==> config.mk <==
export PLATFORM = sky130hd
export DESIGN_NAME = source_address_port_filter_core
export DESIGN_NICKNAME = d
export VERILOG_FILES = /design/src/hw/rtl/sapf_pkg.sv /design/src/hw/rtl/sapf_cell.sv /design/src/hw/rtl/source_address_port_filter_core.sv
export SDC_FILE = /design/constraint.sdc
export NUM_CORES = 1
export LEC_CHECK = 0
export ABC_AREA = 1
export BUFFER_PORTS_ARGS = -buffer_cell sky130_fd_sc_hd__buf_2
export CAP_MARGIN = 40
export CORE_MARGIN = 4
export CORE_UTILIZATION = 60
export DETAILED_ROUTE_END_ITERATION = 8
export HOLD_SLACK_MARGIN = 0.03
export PLACE_DENSITY_LB_ADDON = 0.1
export SETUP_SLACK_MARGIN = 0.5
export SLEW_MARGIN = 20
export SYNTH_ARGS = -nofsm -noshare
export SYNTH_HDL_FRONTEND = slang
export SYNTH_SLANG_ARGS = --single-unit
==> constraint.sdc <==
create_clock -name clk_i -period 7.8 [get_ports clk_i]
set_input_delay 1.56 -clock clk_i [delete_from_list [all_inputs] [get_ports clk_i]]
set_output_delay 1.56 -clock clk_i [all_outputs]
set_load 0.03 [all_outputs]
==> src/hw/rtl/sapf_pkg.sv <==
package sapf_pkg;

  localparam int unsigned TableEntries = 8;

  localparam logic [1:0] OpCheck  = 2'd0;
  localparam logic [1:0] OpAdd    = 2'd1;
  localparam logic [1:0] OpMode   = 2'd2;
  localparam logic [1:0] OpUnused = 2'd3;

  localparam logic [7:0] ProtoTcp = 8'd6;
  localparam logic [7:0] ProtoUdp = 8'd17;

  localparam logic [1:0] StDone = 2'd0;
  localparam logic [1:0] StDup  = 2'd1;
  localparam logic [1:0] StFull = 2'd2;
  localparam logic [1:0] StSame = 2'd3;

  typedef struct packed {
    logic [1:0]  op;
    logic [7:0]  protocol;
    logic [31:0] src_addr;
    logic [15:0] src_port;
    logic        new_mode;
  } req_t;

  typedef struct packed {
    logic       accept;
    logic [1:0] status;
  } rsp_t;

  typedef struct packed {
    logic        vld;
    logic [1:0]  op;
    logic [7:0]  protocol;
    logic [31:0] addr;
    logic [15:0] port;
    logic        same;
    logic        hit;
    logic        written;
  } token_t;

endpackage

==> src/hw/rtl/sapf_cell.sv <==
module sapf_cell (
  input  logic             clk_i,
  input  logic             rst_ni,
  input  logic             clear_i,
  input  sapf_pkg::token_t tok_i,
  output sapf_pkg::token_t tok_o
);

  logic             valid_q, valid_d;
  logic [31:0]      addr_q;
  logic [15:0]      port_q;
  sapf_pkg::token_t tok_q, tok_d;
  logic             match;
  logic             wr_en;

  assign match = valid_q && (addr_q == tok_i.addr) && (port_q == tok_i.port);
  assign wr_en = tok_i.vld && (tok_i.op == sapf_pkg::OpAdd) && !tok_i.hit
                 && !tok_i.written && !valid_q;

  always_comb begin
    tok_d         = tok_i;
    tok_d.hit     = tok_i.hit | match;
    tok_d.written = tok_i.written | wr_en;
    valid_d       = valid_q;
    if (clear_i) begin
      valid_d = 1'b0;
    end else if (wr_en) begin
      valid_d = 1'b1;
    end
  end

  always_ff @(posedge clk_i or negedge rst_ni) begin
    if (!rst_ni) begin
      valid_q <= 1'b0;
      tok_q   <= '0;
    end else begin
      valid_q <= valid_d;
      tok_q   <= tok_d;
    end
  end

  always_ff @(posedge clk_i) begin
    if (wr_en) begin
      addr_q <= tok_i.addr;
      port_q <= tok_i.port;
    end
  end

  assign tok_o = tok_q;

endmodule

==> src/hw/rtl/source_address_port_filter_core.sv <==
// Source address and port filter. A transaction is taken when start is high
// and busy is low; busy then stays high until the result appears. Every
// transaction walks the row of table cells, one cell per cycle; its
// result is shown on rsp_o with done_o high for one cycle, and busy falls
// in that same cycle, so the next transaction may start then. The
// receiver cannot stall: done_o is not held, and rsp_o keeps a result
// only until the next one. Non TCP/UDP packets are always accepted; a
// mode change empties the table; an add that matches no entry in a full
// table reports full and changes nothing.
module source_address_port_filter_core #(
  parameter int unsigned TableEntries = sapf_pkg::TableEntries
) (
  input  logic           clk_i,
  input  logic           rst_ni,
  input  logic           start,
  output logic           busy,
  input  sapf_pkg::req_t req_i,
  output logic           done_o,
  output sapf_pkg::rsp_t rsp_o
);

  sapf_pkg::token_t tok [TableEntries+1];
  sapf_pkg::token_t tok_last;
  sapf_pkg::rsp_t   rsp_q, rsp_d;
  logic             done_q;
  logic             busy_q, busy_d;
  logic             mode_q, mode_d;
  logic             take;
  logic             clear;
  logic             is_ip;

  assign take  = start && !busy_q;
  assign clear = take && (req_i.op == sapf_pkg::OpMode) && (req_i.new_mode != mode_q);

  always_comb begin
    tok[0]          = '0;
    tok[0].vld      = take;
    tok[0].op       = req_i.op;
    tok[0].protocol = req_i.protocol;
    tok[0].addr     = req_i.src_addr;
    tok[0].port     = req_i.src_port;
    tok[0].same     = (req_i.new_mode == mode_q);
  end

  for (genvar i = 0; i < TableEntries; i++) begin : g_cell
    sapf_cell u_cell (
      .clk_i  (clk_i),
      .rst_ni (rst_ni),
      .clear_i(clear),
      .tok_i  (tok[i]),
      .tok_o  (tok[i+1])
    );
  end

  assign tok_last = tok[TableEntries];
  assign is_ip    = (tok_last.protocol == sapf_pkg::ProtoTcp)
                 || (tok_last.protocol == sapf_pkg::ProtoUdp);

  always_comb begin
    rsp_d = '0;
    case (tok_last.op)
      sapf_pkg::OpCheck: begin
        if (!is_ip) begin
          rsp_d.accept = 1'b1;
        end else begin
          rsp_d.accept = mode_q ? tok_last.hit : !tok_last.hit;
        end
      end
      sapf_pkg::OpAdd: begin
        if (tok_last.hit) begin
          rsp_d.status = sapf_pkg::StDup;
        end else if (tok_last.written) begin
          rsp_d.status = sapf_pkg::StDone;
        end else begin
          rsp_d.status = sapf_pkg::StFull;
        end
      end
      sapf_pkg::OpMode: begin
        rsp_d.status = tok_last.same ? sapf_pkg::StSame : sapf_pkg::StDone;
      end
      default: rsp_d = '0;
    endcase
  end

  always_comb begin
    busy_d = busy_q;
    if (take) begin
      busy_d = 1'b1;
    end else if (tok_last.vld) begin
      busy_d = 1'b0;
    end
    mode_d = clear ? req_i.new_mode : mode_q;
  end

  always_ff @(posedge clk_i or negedge rst_ni) begin
    if (!rst_ni) begin
      busy_q <= 1'b0;
      mode_q <= 1'b0;
      done_q <= 1'b0;
    end else begin
      busy_q <= busy_d;
      mode_q <= mode_d;
      done_q <= tok_last.vld;
    end
  end

  always_ff @(posedge clk_i) begin
    if (tok_last.vld) begin
      rsp_q <= rsp_d;
    end
  end

  assign busy   = busy_q;
  assign done_o = done_q;
  assign rsp_o  = rsp_q;

endmodule

Word-level counts from Yosys, hierarchy flattened
Index checks and enable logic that the tools add are counted.
W data, S select, Z words.

cells by class
  muxes and demuxes = 24
  eq/ne operators = 31
  reductions and logical operators = 84
  bitwise gates (word level) = 14

operators by type and width
  operator              count
  $eq A32 B32 Y1        8
  $eq A16 B16 Y1        8
  $logic_and A1 B1 Y1   49
  $logic_not A1 Y1      24
  $mux W1               20
  $eq A2 B1 Y1 const B  9
  $reduce_bool A2 Y1    9
  $or A1 B1 Y1          14
  $eq A8 B3 Y1 const B  1
  $eq A8 B5 Y1 const B  1
  $mux W2               3
  $eq A2 B2 Y1 const B  2
  $pmux W2 S2           1
  $logic_not A2 Y1      1
  $eq A1 B1 Y1          1
  $logic_or A1 B1 Y1    1
  $ne A1 B1 Y1          1

storage, ports and cells
  register bits = 846
  input bits = 62

Depth between registers and ports, before layout
Gate-level depths: netlist of the first run.

  word-level depth = 7
  depth in mapped cells = 10
  depth with buffers taken out = 10

By module
A second synthesis of the first run with hierarchy kept.

unflattened totals
  cells, all modules = 2830
  area total of the unflattened synthesis = 32229.7 µm²

modules (own cells, without submodules)
  module                           area each (µm²)  sequential area each (µm²)  instances  cells each
  sapf_cell                        3977.6           3017.9                      8          347
  source_address_port_filter_core  409.1            165.2                       1          54

Least setup slack after synthesis of the first run
No wires, ideal clock.

  kind = input to register
  start = in req_i[58] (netlist bit)
  end = reg g_cell[0].u_cell.tok_q (netlist bit g_cell[0].u_cell.tok_o[0])
  arrival = 6.465 ns
  cell stages on the path = 1
  path buffers = 0
  slack = 0.723 ns
  cell sequence = nor4_1

between the ends
  longest elaborated chain between the ends = 3

ends and longest elaborated chain
  element               line                                   RTL
  from (decl)           source_address_port_filter_core.sv:17  input sapf_pkg::req_t req_i,
  $eq A2 B1 Y1          sapf_cell.sv:17                        assign wr_en = tok_i.vld && (tok_i.op == sapf_pkg::OpAdd) && !tok_i.hit
  $logic_and A1 B1 Y1   sapf_cell.sv:17
  $logic_and A1 B1 Y1   sapf_cell.sv:18                        && !tok_i.written && !valid_q;
  to (signal assigned)  sapf_cell.sv:38                        tok_q <= tok_d;
  to (decl)             sapf_cell.sv:12                        sapf_pkg::token_t tok_q, tok_d;

No other way between the ends.
A chain may end at the register's enable or synchronous reset.

Worst setup path in the final report of the first run
  start = reg busy_q (netlist: busy)
  end = out busy

RTL lines
  element                 line                                    RTL
  from (decl)             source_address_port_filter_core.sv:26   logic busy_q, busy_d;
  from (signal assigned)  source_address_port_filter_core.sv:101  busy_q <= busy_d;
  to (decl)               source_address_port_filter_core.sv:16   output logic busy,

No word-level cell between the ends.

==> results of run 1 <==
[cells by family (layout without fill, tap and decap cells)]
kind of cell             Yosys count  in the layout  share of synthesized area, %
AND/OR/NAND/NOR                 1153           1153                          14.3
flip-flops                       846            846                          75.0
adder cells (fa/ha/maj)            3              3                         0.122
buffers and inverters            542            771                          6.61
XOR/XNOR                          75             75                          2.13
AO/OA/AOI/OAI                    101            101                          1.86
[routing by layer]
layer	up-vias	track usage (%)	wire length (um)
li1	8646	-	-
met1	8361	26.4	23200
met2	294	42.0	32300
met3	130	3.59	2000
met4	0	13.2	3700
met5	-	0	0
[per-stage QoR]
| step | setup WS (ns) | hold WS [ns] | instances | total power (W) | util (%) |
|---|---|---|---|---|---|
| after floorplan | 0.723 | 0.331 | 2720 | 0.00505 | - |
| after global placement | 4.69 | 0.331 | 3468 | 0.00521 | 63.7 |
| after detailed placement | 4.66 | 0.335 | 3469 | 0.00522 | 63.7 |
| after CTS | 5.05 | 0.348 | 3621 | 0.00921 | 69.2 |
| after global routing | 5.05 | 0.351 | 3621 | 0.00945 | 69.2 |
| final | 5.09 | 0.344 | 3621 | 0.00911 | 69.2 |
[final cells by class]
type                            count  area (um2)  share of cell area [%]
Clock inverter                     32         344                   0.985
Sequential cell                   846       23100                    66.1
Multi-Input combinational cell   1332        5720                    16.4
Tap cell                          672         841                    2.41
Clock buffer                      120        2450                    7.01
Timing Repair Buffer               77         445                    1.27
Inverter                          542        2030                    5.82
[Yosys cell counts]
cell type	number
a21o_1	1
inv_2	1
xor2_1	13
nand2_1	872
a21boi_2	1
nor4_1	2
o22ai_1	23
nor3_1	7
o21ai_0	64
o221ai_1	1
a21oi_1	2
ha_1	3
xnor2_1	62
edfxtp_1	387
nor2_2	1
nor2_1	239
or2_2	3
o211a_1	1
o21a_1	7
a21oi_2	1
nand3_1	28
inv_1	541
nand4_1	1
dfrtp_1	459
[power by group through the flow]
| stage | logic [W] | registers, W | clock network, W |
|---|---|---|---|
| floorplan | 0.000115 | 0.00493 | 0 |
| CTS | 0.000227 | 0.00491 | 0.00407 |
| finish | 0.000220 | 0.00490 | 0.00399 |
| detailed placement | 0.000225 | 0.00500 | 0 |
| global route | 0.000258 | 0.00492 | 0.00428 |
| global placement | 0.000217 | 0.00499 | 0 |
[worst paths after layout]
kind / from / to / slack, ns / depth (start not counted)
min reg2reg: g_cell[2].u_cell.tok_o[2]$_DFF_PN0_ / g_cell[3].u_cell.tok_o[2]$_DFF_PN0_ / 0.34 / 0
max reg2reg: g_cell[5].u_cell.tok_o[60]$_DFF_PN0_ / g_cell[6].u_cell.addr_q[30]$_DFFE_PP_ / 5.93 / 4
max: busy$_DFFE_PN0P_ / busy / 5.09 / 1
min: g_cell[2].u_cell.tok_o[2]$_DFF_PN0_ / g_cell[3].u_cell.tok_o[2]$_DFF_PN0_ / 0.34 / 0
min in group asynchronous: rst_ni / g_cell[0].u_cell.tok_o[15]$_DFF_PN0_ / 0.99 / 1
max in group asynchronous: rst_ni / g_cell[6].u_cell.tok_o[9]$_DFF_PN0_ / 5.32 / 2
[flip-flops by register name (all words and copies together), names as in the netlist]
signal and count:
g_cell.u_cell.tok_o 448, g_cell.u_cell.valid_q 8, g_cell.u_cell.port_q 128, busy 1, mode_q 1, g_cell.u_cell.addr_q 256
done_o 1, rsp_o 3
==> impl_metrics.json, run 1 <==
{
  "numPortBuffers": 66,
  "grt_pass1_wl_um": 95700,
  "area_growth_pct": 13.4,
  "die_area_mm2": 0.0550,
  "fin_crit_sh_pct": 34.8,
  "wirelength_um": 61100,
  "arrival_ns": 1.15,
  "period_needed_ns": 2.71,
  "clockPowerShare_pct": 43.8,
  "dp_hpwl_um": 44100,
  "place_congestion": 0.842,
  "synth.area.top_cells": "edfxtp_1 (38%), dfrtp_1 (37%), nand2_1 (11%), inv_1 (6.6%), nor2_1 (2.9%)",
  "worstSkewPairLatency_ns": 0.61,
  "diodes": 0,
  "critPathSlowestCell": "dfrtp_1",
  "synth_top_cell_by_area": "edfxtp_1",
  "grt_max_degree": 180,
  "worstPathCellList": "buf_2",
  "boundaryPins": 67,
  "hold_violations": 0,
  "core_mm2": 0.0505,
  "tightest_slew_ns": 0.956,
  "yosysTopAreaCellShare_pct": 37.7,
  "critPathLaunchType": "flip-flop",
  "cts_tree": "built",
  "yosysSeqAreaShare_pct": 75.0,
  "synthesis.area_mm2": 0.0308,
  "overflow": 0,
  "drtIter0Drc": 868,
  "pwr-share-seq_pct": 53.8,
  "rsz0062_at_grt": "no",
  "leakage_nw": 16.5,
  "initial_core_util_pct": 61.0,
  "powerDensity_mw_per_mm2": 261,
  "synth_cell_types": 24,
  "final_design_area_no_fill_mm2": 0.0349,
  "vdd_drop_max_mv": 0.190,
  "wl_per_cell_um": 16.9,
  "cts_max_level": 3,
  "status": "finished clean",
  "cts_resized": 0,
  "cts_made_buffers": 82,
  "nNetsFinal": 2946,
  "ys_ff_latch": 846,
  "ctsLongestPathBuffers": 3,
  "synth_cells": 2720,
  "cts_hold_buf": 0,
  "worst_slew_margin_rel_pct": 36.3,
  "worst-endpoint-required_ns": 6.24,
  "p_comb_share_pct": 2.4,
  "fin_skew_ns": 0.0196,
  "worst_setup_path_end_kind": "output pin",
  "path_delay_family": "flip-flops",
  "viasPerCell": 4.81,
  "post-cts-setup-buffers": 0,
  "p_sw_w": 0.00187,
  "setup_tns_ns": 0,
  "setup_violations": 0,
  "slowest_delay_ns": 0.38,
  "ys_warn_count": 0,
  "fill_cells": 3528,
  "num_vias": 17400,
  "dieWidth_um": 235,
  "antenna_left": 0,
  "slew_violations": 0,
  "p_sw_share_pct": 20.5,
  "final_cell_mix": "nand2_1 (872), inv_1 (541), dfrtp_1 (459)",
  "fmax_mhz": 369,
  "cts.sinks": 846,
  "antenna_found_initial": 0,
  "grt_use_total_pct": 23.2,
  "cap_viol_max_count": 0,
  "num_rows": 82,
  "hold_class": "flip-flop to flip-flop",
  "p_int_w": 0.00724,
  "drc": 0,
  "mostFrequentLayoutCell": "nand2_1",
  "die_y_um": 235,
  "first_pass_iters": 4,
  "grt_pass1_vias": 17900,
  "crit_fanout": 2,
  "drive_gt1_share_pct": 7.53,
  "worstSetupPathType": "flip-flop to output pin",
  "path_clk_slew_ns": 0.06,
  "synth_nets": 2785,
  "root_buffer": "clkbuf_16",
  "crit_buf_inv": 1,
  "post_dp_cell_area_mm2": 0.0321,
  "syn_avg_cell_area_um2": 11.3
}
Note: power is estimated with default switching activity, not from simulation.
==> inputs of run 2 (changes only) <==
==> constraint.sdc (replaced) <==
create_clock -name clk_i -period 2.7 [get_ports clk_i]
set_input_delay 0.54 -clock clk_i [delete_from_list [all_inputs] [get_ports clk_i]]
set_output_delay 0.54 -clock clk_i [all_outputs]
set_load 0.03 [all_outputs]
==> run 2 against run 1 <==
Effect of this change: register-to-register slack worse by 5.1 ns; core utilization is 0.45 points higher; setup slack worse by 4.2 ns; non-clock buffer count is 28 higher; sequential share of layout area is 0.43 points lower; critical path depth is 3 higher; via count is 0.49% lower; total power grew to 2.9 times the previous value; count of clock-buffer cells in the layout is 12 higher; highest routed layer unchanged.
==> impl_metrics.json, run 2 (synthesis results as in run 1) <==
{
  "die_y_um": 235,
  "crit_fanout": 49,
  "cts_hold_buf": 11,
  "grt_max_degree": 69,
  "pwr-share-seq_pct": 54.5,
  "p_comb_share_pct": 2.7,
  "worstSetupStartpoint": "g_cell[6].u_cell.tok_o[60]$_DFF_PN0_",
  "core_mm2": 0.0505,
  "area_growth_pct": 14.2,
  "drtIter0Drc": 1038,
  "grt_use_total_pct": 22.9,
  "nNetsFinal": 2974,
  "cts_resized": 0,
  "arrival_ns": 2.07,
  "final_cell_mix": "nand2_1 (872), inv_1 (540), dfrtp_1 (458)",
  "antenna_found_initial": 0,
  "dp_hpwl_um": 44100,
  "die_area_mm2": 0.0550,
  "cts.sinks": 846,
  "path_delay_family": "simple AND/OR/NAND/NOR gates",
  "rsz0062_at_grt": "no",
  "antenna_left": 0,
  "worst-endpoint-required_ns": 2.94,
  "fill_cells": 3516,
  "num_rows": 82,
  "diodes": 0,
  "slowest_delay_ns": 0.49,
  "grt_pass1_wl_um": 94600,
  "tightest_slew_ns": 0.666,
  "period_needed_ns": 1.83,
  "slew_violations": 0,
  "vdd_drop_max_mv": 0.607,
  "status": "finished clean",
  "path_clk_slew_ns": 0.06,
  "hold_class": "input port to flip-flop",
  "post-cts-setup-buffers": 0,
  "fin_crit_sh_pct": 67.7,
  "ctsLongestPathBuffers": 3,
  "wl_per_cell_um": 16.4,
  "viasPerCell": 4.75,
  "drive_gt1_share_pct": 7.59,
  "dieWidth_um": 235,
  "hold_violations": 0,
  "cts_tree": "built",
  "leakage_nw": 16.6,
  "wirelength_um": 59800,
  "worstSkewPairLatency_ns": 0.62,
  "critPathSlowestCell": "buf_4",
  "cts_made_buffers": 82,
  "fmax_mhz": 547,
  "powerDensity_mw_per_mm2": 738,
  "mostFrequentLayoutCell": "nand2_1",
  "cap_viol_max_count": 0,
  "r2r_start": "g_cell[6].u_cell.tok_o[60]$_DFF_PN0_",
  "boundaryPins": 67,
  "initial_core_util_pct": 61.0,
  "worstPathCellList": "nor3_1 -> nand3_1 -> nor2_4 -> buf_4",
  "worstSetupPathType": "flip-flop to flip-flop",
  "root_buffer": "clkbuf_16",
  "setup_tns_ns": 0,
  "num_vias": 17300,
  "worst_slew_margin_rel_pct": 55.5,
  "first_pass_iters": 5,
  "drc": 0,
  "largest_reg_flops": 448,
  "p_sw_share_pct": 20.3,
  "setup_violations": 0,
  "hp-start": "req_i[33]",
  "cts_max_level": 3,
  "p_sw_w": 0.00526,
  "fin_skew_ns": 0.0197,
  "numPortBuffers": 66,
  "p_int_w": 0.0207,
  "clockPowerShare_pct": 42.8,
  "grt_pass1_vias": 17700,
  "overflow": 0,
  "crit_buf_inv": 1,
  "critPathLaunchType": "flip-flop",
  "worst_setup_path_end_kind": "flip-flop",
  "final_util_pct": 69.7,
  "place_congestion": 0.954
}
-- run 2: cell count changes in the layout (fill, tap and decap cells not counted), sizes merged --
cell	change
clkinvlp	-8
inv	-1
clkbuf	+12
buf	+17
dlygate4sd3	+11
bufinv	-3
clkinv	+1
-- run 2: layout make-up --
| class | count | area, um2 | share of cell area [%] |
|---|---|---|---|
| multi-input combinational | 1332 | 5720 | 16.3 |
| inverter | 542 | 2030 | 5.79 |
| timing repair buffer | 105 | 773 | 2.20 |
| clock inverter | 21 | 176 | 0.502 |
| tap | 672 | 841 | 2.39 |
| clock buffer | 132 | 2510 | 7.13 |
| sequential | 846 | 23100 | 65.7 |
-- run 2: worst paths after layout --
check	end	slack, ns	cells after the start
min in group asynchronous	g_cell[0].u_cell.tok_o[7]$_DFF_PN0_	0.51	2
min	g_cell[0].u_cell.tok_o[35]$_DFF_PN0_	0.07	1
max reg2reg	g_cell[7].u_cell.port_q[0]$_DFFE_PP_	0.87	4
max	g_cell[7].u_cell.port_q[0]$_DFFE_PP_	0.87	4
min reg2reg	g_cell[6].u_cell.tok_o[56]$_DFF_PN0_	0.34	0
max in group asynchronous	g_cell[5].u_cell.tok_o[54]$_DFF_PN0_	1.43	3
-- run 2: metrics by stage --
| step | hold WS (ns) | setup WS [ns] | power [W] | cell area (um2) | cells |
|---|---|---|---|---|---|
| after floorplan | 0.244 | 0.0260 | 0.0146 | 30900 | 2720 |
| after global placement | 0.332 | 0.866 | 0.0151 | 32400 | 3486 |
| after detailed placement | 0.335 | 0.816 | 0.0151 | 32400 | 3486 |
| after CTS | 0.0303 | 0.868 | 0.0262 | 35200 | 3650 |
| after global routing | 0.0465 | 0.781 | 0.0270 | 35200 | 3650 |
| final | 0.0700 | 0.873 | 0.0260 | 35200 | 3650 |
-- run 2: power groups by stage --
stage / combinational, W / sequential [W] / clock [W]
after floorplan: 0.000334 / 0.0142 / 0
after global placement: 0.000667 / 0.0144 / 0
after detailed placement: 0.000690 / 0.0144 / 0
after CTS: 0.000707 / 0.0142 / 0.0114
after global routing: 0.000805 / 0.0142 / 0.0119
final: 0.000691 / 0.0142 / 0.0111
-- run 2: worst reg2reg max path, delay by kind of cell, from the launching register on --
kind	cells	cell delay (ns)
flops	1	0.39
simple gates	3	0.53
buf+inv	1	0.49
-- run 2: per-layer routing --
| metal | part of all wire [%] | track usage (%) | wire (um) | up-vias |
|---|---|---|---|---|
| met5 | 0 | 0 | 0 | - |
| met4 | 5.4 | 12.2 | 3200 | 0 |
| met2 | 53 | 41.5 | 32000 | 298 |
| met3 | 3.1 | 3.34 | 1850 | 121 |
| met1 | 38 | 26.4 | 22800 | 8243 |
| li1 | - | - | - | 8684 |
==> inputs of run 3 (changes only) <==
--- a/config.mk
+++ b/config.mk
@@ -5,11 +5,11 @@
 export SDC_FILE = /design/constraint.sdc
 export NUM_CORES = 1
 export LEC_CHECK = 0
-export ABC_AREA = 1
+export ABC_AREA = 0
 export BUFFER_PORTS_ARGS = -buffer_cell sky130_fd_sc_hd__buf_2
 export CAP_MARGIN = 40
 export CORE_MARGIN = 4
-export CORE_UTILIZATION = 60
+export CORE_UTILIZATION = 55
 export DETAILED_ROUTE_END_ITERATION = 8
 export HOLD_SLACK_MARGIN = 0.03
 export PLACE_DENSITY_LB_ADDON = 0.1
==> constraint.sdc (replaced) <==
create_clock -name clk_i -period 1.5 [get_ports clk_i]
set_input_delay 0.3 -clock clk_i [delete_from_list [all_inputs] [get_ports clk_i]]
set_output_delay 0.3 -clock clk_i [all_outputs]
set_load 0.03 [all_outputs]
==> run 3 against run 2 <==
Effect of this change: die area decreased by 1.5%; sequential power is 79% higher; core utilization is 3.3 points higher; global-route usage fell by 1.3 points; cell count is 25% lower; setup slack worse by 1.1 ns; register-to-register slack lost 1.1 ns; count of clock-buffer cells in the layout shrank 9; the run now ends with setup timing left; wire length barely moved.
==> impl_metrics.json, run 3 <==
{
  "status": "complete, but fails checks",
  "failed_checks": "setup timing",
  "drc": 0,
  "arrival_ns": 2.03,
  "place_congestion": 0.869,
  "ctsLongestPathBuffers": 3,
  "fin_cells": 2736,
  "dieWidth_um": 233,
  "fin_crit_sh_pct": 114,
  "yosysTopAreaCellShare_pct": 41.8,
  "critPathMostFrequentCell": "buf_12",
  "p_sw_share_pct": 20.2,
  "p_comb_share_pct": 3.5,
  "core_mm2": 0.0501,
  "cts_max_level": 3,
  "synth-edff-count": 387,
  "ys_warn_count": 0,
  "tightest_slew_ns": 0.485,
  "area_growth_pct": 31.5,
  "critPathSlowestCell": "dfrtp_1",
  "worst-endpoint-required_ns": 1.82,
  "p_sw_w": 0.00962,
  "grt_pass1_wl_um": 87100,
  "synth.most_common_cell": "dfrtp_1",
  "fill_cells": 3068,
  "antenna_left": 0,
  "grt_pass1_vias": 14800,
  "ys_ff_latch": 846,
  "final_cell_mix": "dfrtp_1 (452), edfxtp_1 (387), buf_4 (226)",
  "cts_made_buffers": 81,
  "hold_class": "input port to flip-flop",
  "root_buffer": "clkbuf_16",
  "numPortBuffers": 66,
  "worstPathCellList": "nor4b_2 -> nand2_1 -> nor2_4 -> buf_6 -> buf_12 -> buf_12",
  "fin_skew_ns": 0.0172,
  "num_vias": 13800,
  "pwr-share-seq_pct": 53.2,
  "path_delay_family": "simple AND/OR/NAND/NOR gates",
  "worst_slew_margin_rel_pct": 66.8,
  "fin_ws_ns": -0.206,
  "clockPowerShare_pct": 43.3,
  "crit_fanout": 6,
  "p_int_w": 0.0380,
  "critPathLaunchType": "flip-flop",
  "slew_violations": 0,
  "slowest_delay_ns": 0.39,
  "worstSkewPairLatency_ns": 0.62,
  "ys.flop_type": "dfrtp_1",
  "synth_top_cell_by_area": "edfxtp_1",
  "setup_violations": 370,
  "worstSetupPathType": "flip-flop to flip-flop",
  "crit_buf_inv": 3,
  "dp_cells": 2433,
  "ys_top_cells_by_count": "dfrtp_1 (459), edfxtp_1 (387), xor2_1 (204)",
  "antenna_found_initial": 0,
  "cts.sinks": 846,
  "boundaryPins": 67,
  "synth_cell_types": 41,
  "path_clk_slew_ns": 0.06,
  "die_area_mm2": 0.0542,
  "grt_use_total_pct": 21.6,
  "final_util_pct": 73.0,
  "synthArstFlopShare_pct": 54.3,
  "largest_reg_flops": 448,
  "cap_viol_max_count": 0,
  "diodes": 0,
  "grt_max_degree": 71,
  "rsz0062_at_grt": "yes",
  "vdd_drop_max_mv": 1.05,
  "synthesis.area_mm2": 0.0278,
  "num_rows": 82,
  "synth_cells": 1461,
  "synth.area.top_cells": "edfxtp_1 (42%), dfrtp_1 (41%), xor2_1 (6.4%), xnor2_1 (5.0%), nor4_1 (1.3%)",
  "nNetsFinal": 2060,
  "overflow": 0,
  "die_y_um": 233,
  "leakage_nw": 14.5,
  "fmax_mhz": 586,
  "viasPerCell": 5.04,
  "seq_area_mm2": 0.0231,
  "drive_gt1_share_pct": 28.8,
  "initial_core_util_pct": 55.5,
  "mostFrequentLayoutCell": "dfrtp_1",
  "post_dp_cell_area_mm2": 0.0311,
  "hold_violations": 0,
  "first_pass_iters": 5,
  "wirelength_um": 59800,
  "synth_nets": 1526,
  "period_needed_ns": 1.71,
  "worst_setup_path_end_kind": "flip-flop",
  "powerDensity_mw_per_mm2": 1300,
  "yosysSeqAreaShare_pct": 83.1,
  "dp_hpwl_um": 37600,
  "syn_avg_cell_area_um2": 19.0,
  "drtIter0Drc": 860,
  "cts_tree": "built",
  "multi_input_area_mm2": 0.00499,
  "wl_per_cell_um": 21.9,
  "final_design_area_no_fill_mm2": 0.0366
}
-- run 3: final timing paths --
check                                                          start                                    to  slack [ns]  depth (start not counted)
min in group asynchronous                                     rst_ni                      done_o$_DFF_PN0_        0.14                          2
worst min register to register  g_cell[3].u_cell.tok_o[58]$_DFF_PN0_  g_cell[4].u_cell.tok_o[58]$_DFF_PN0_        0.35                          0
worst max-delay path             g_cell[4].u_cell.tok_o[0]$_DFF_PN0_  g_cell[5].u_cell.addr_q[8]$_DFFE_PP_       -0.21                          6
worst min-delay path                                           start  g_cell[0].u_cell.tok_o[61]$_DFF_PN0_        0.13                          4
worst max register to register   g_cell[4].u_cell.tok_o[0]$_DFF_PN0_  g_cell[5].u_cell.addr_q[8]$_DFFE_PP_       -0.21                          6
max in group asynchronous                                     rst_ni  g_cell[0].u_cell.tok_o[54]$_DFF_PN0_        0.66                          3
-- run 3: layer usage --
| metal | routed length [um] | global-route usage, % | part of all wire (%) |
|---|---|---|---|
| met5 | 0 | 0 | 0 |
| met4 | 2730 | 8.01 | 4.6 |
| met3 | 1660 | 3.04 | 2.8 |
| met2 | 33000 | 39.8 | 55 |
| met1 | 22400 | 25.9 | 37 |
-- run 3: area by class of cell --
class | instances | area share (%)
Clock buffer | 123 | 6.82
Clock inverter | 29 | 0.750
Inverter | 36 | 0.377
Multi-Input combinational cell | 579 | 13.6
Sequential cell | 846 | 63.2
Tap cell | 672 | 2.30
Timing Repair Buffer | 451 | 12.9
-- run 3: power groups by stage --
| stage | registers [W] | clock network (W) | logic, W |
|---|---|---|---|
| finish | 0.0254 | 0.0206 | 0.00167 |
| global route | 0.0254 | 0.0221 | 0.00182 |
| CTS | 0.0254 | 0.0210 | 0.00164 |
| detailed placement | 0.0258 | 0 | 0.00150 |
| global placement | 0.0258 | 0 | 0.00147 |
| floorplan | 0.0256 | 0 | 0.000430 |
-- run 3: what timing repair did --
item,CTS,global route
gates cloned,21,31
hold buffers,60,0
hold endpoints to repair,551,0
buffers inserted,28,11
gates resized for setup,40,89
pin swaps,22,37
endpoints found under the setup margin,417,417
-- run 3: worst reg2reg max path: stages (launching register included) --
cell     delay (ns)
dfrtp_1        0.39
nor4b_2        0.26
nand2_1        0.13
nor2_4         0.22
buf_6          0.19
buf_12         0.11
buf_12         0.11
-- run 3: cell families (layout without fill, tap and decap cells) --
family          count (synthesis)  in the layout  share of synthesized area [%]
flops                         846            846                           83.1
xor+xnor                      363            363                           11.4
simple gates                  164            164                           3.56
compound gates                 48             48                           1.22
buf+inv                        36            639                          0.486
fa+ha+maj                       3              3                          0.135
mux                             1              1                         0.0405
-- run 3: through the flow --
| stage | setup TNS [ns] | hold slack (ns) | total power (W) | worst slack (ns) |
|---|---|---|---|---|
| 6_report | -42.10 | 0.130 | 0.0477 | -0.206 |
| 5_1_grt | -64.30 | 0.118 | 0.0493 | -0.267 |
| 4_1_cts | -46.18 | 0.110 | 0.0480 | -0.207 |
| 3_5_place_dp | -42.97 | 0.172 | 0.0273 | -0.282 |
| 3_3_place_gp | -30.34 | 0.172 | 0.0273 | -0.216 |
| 2_1_floorplan | -197.22 | 0.00441 | 0.0261 | -1.22 |
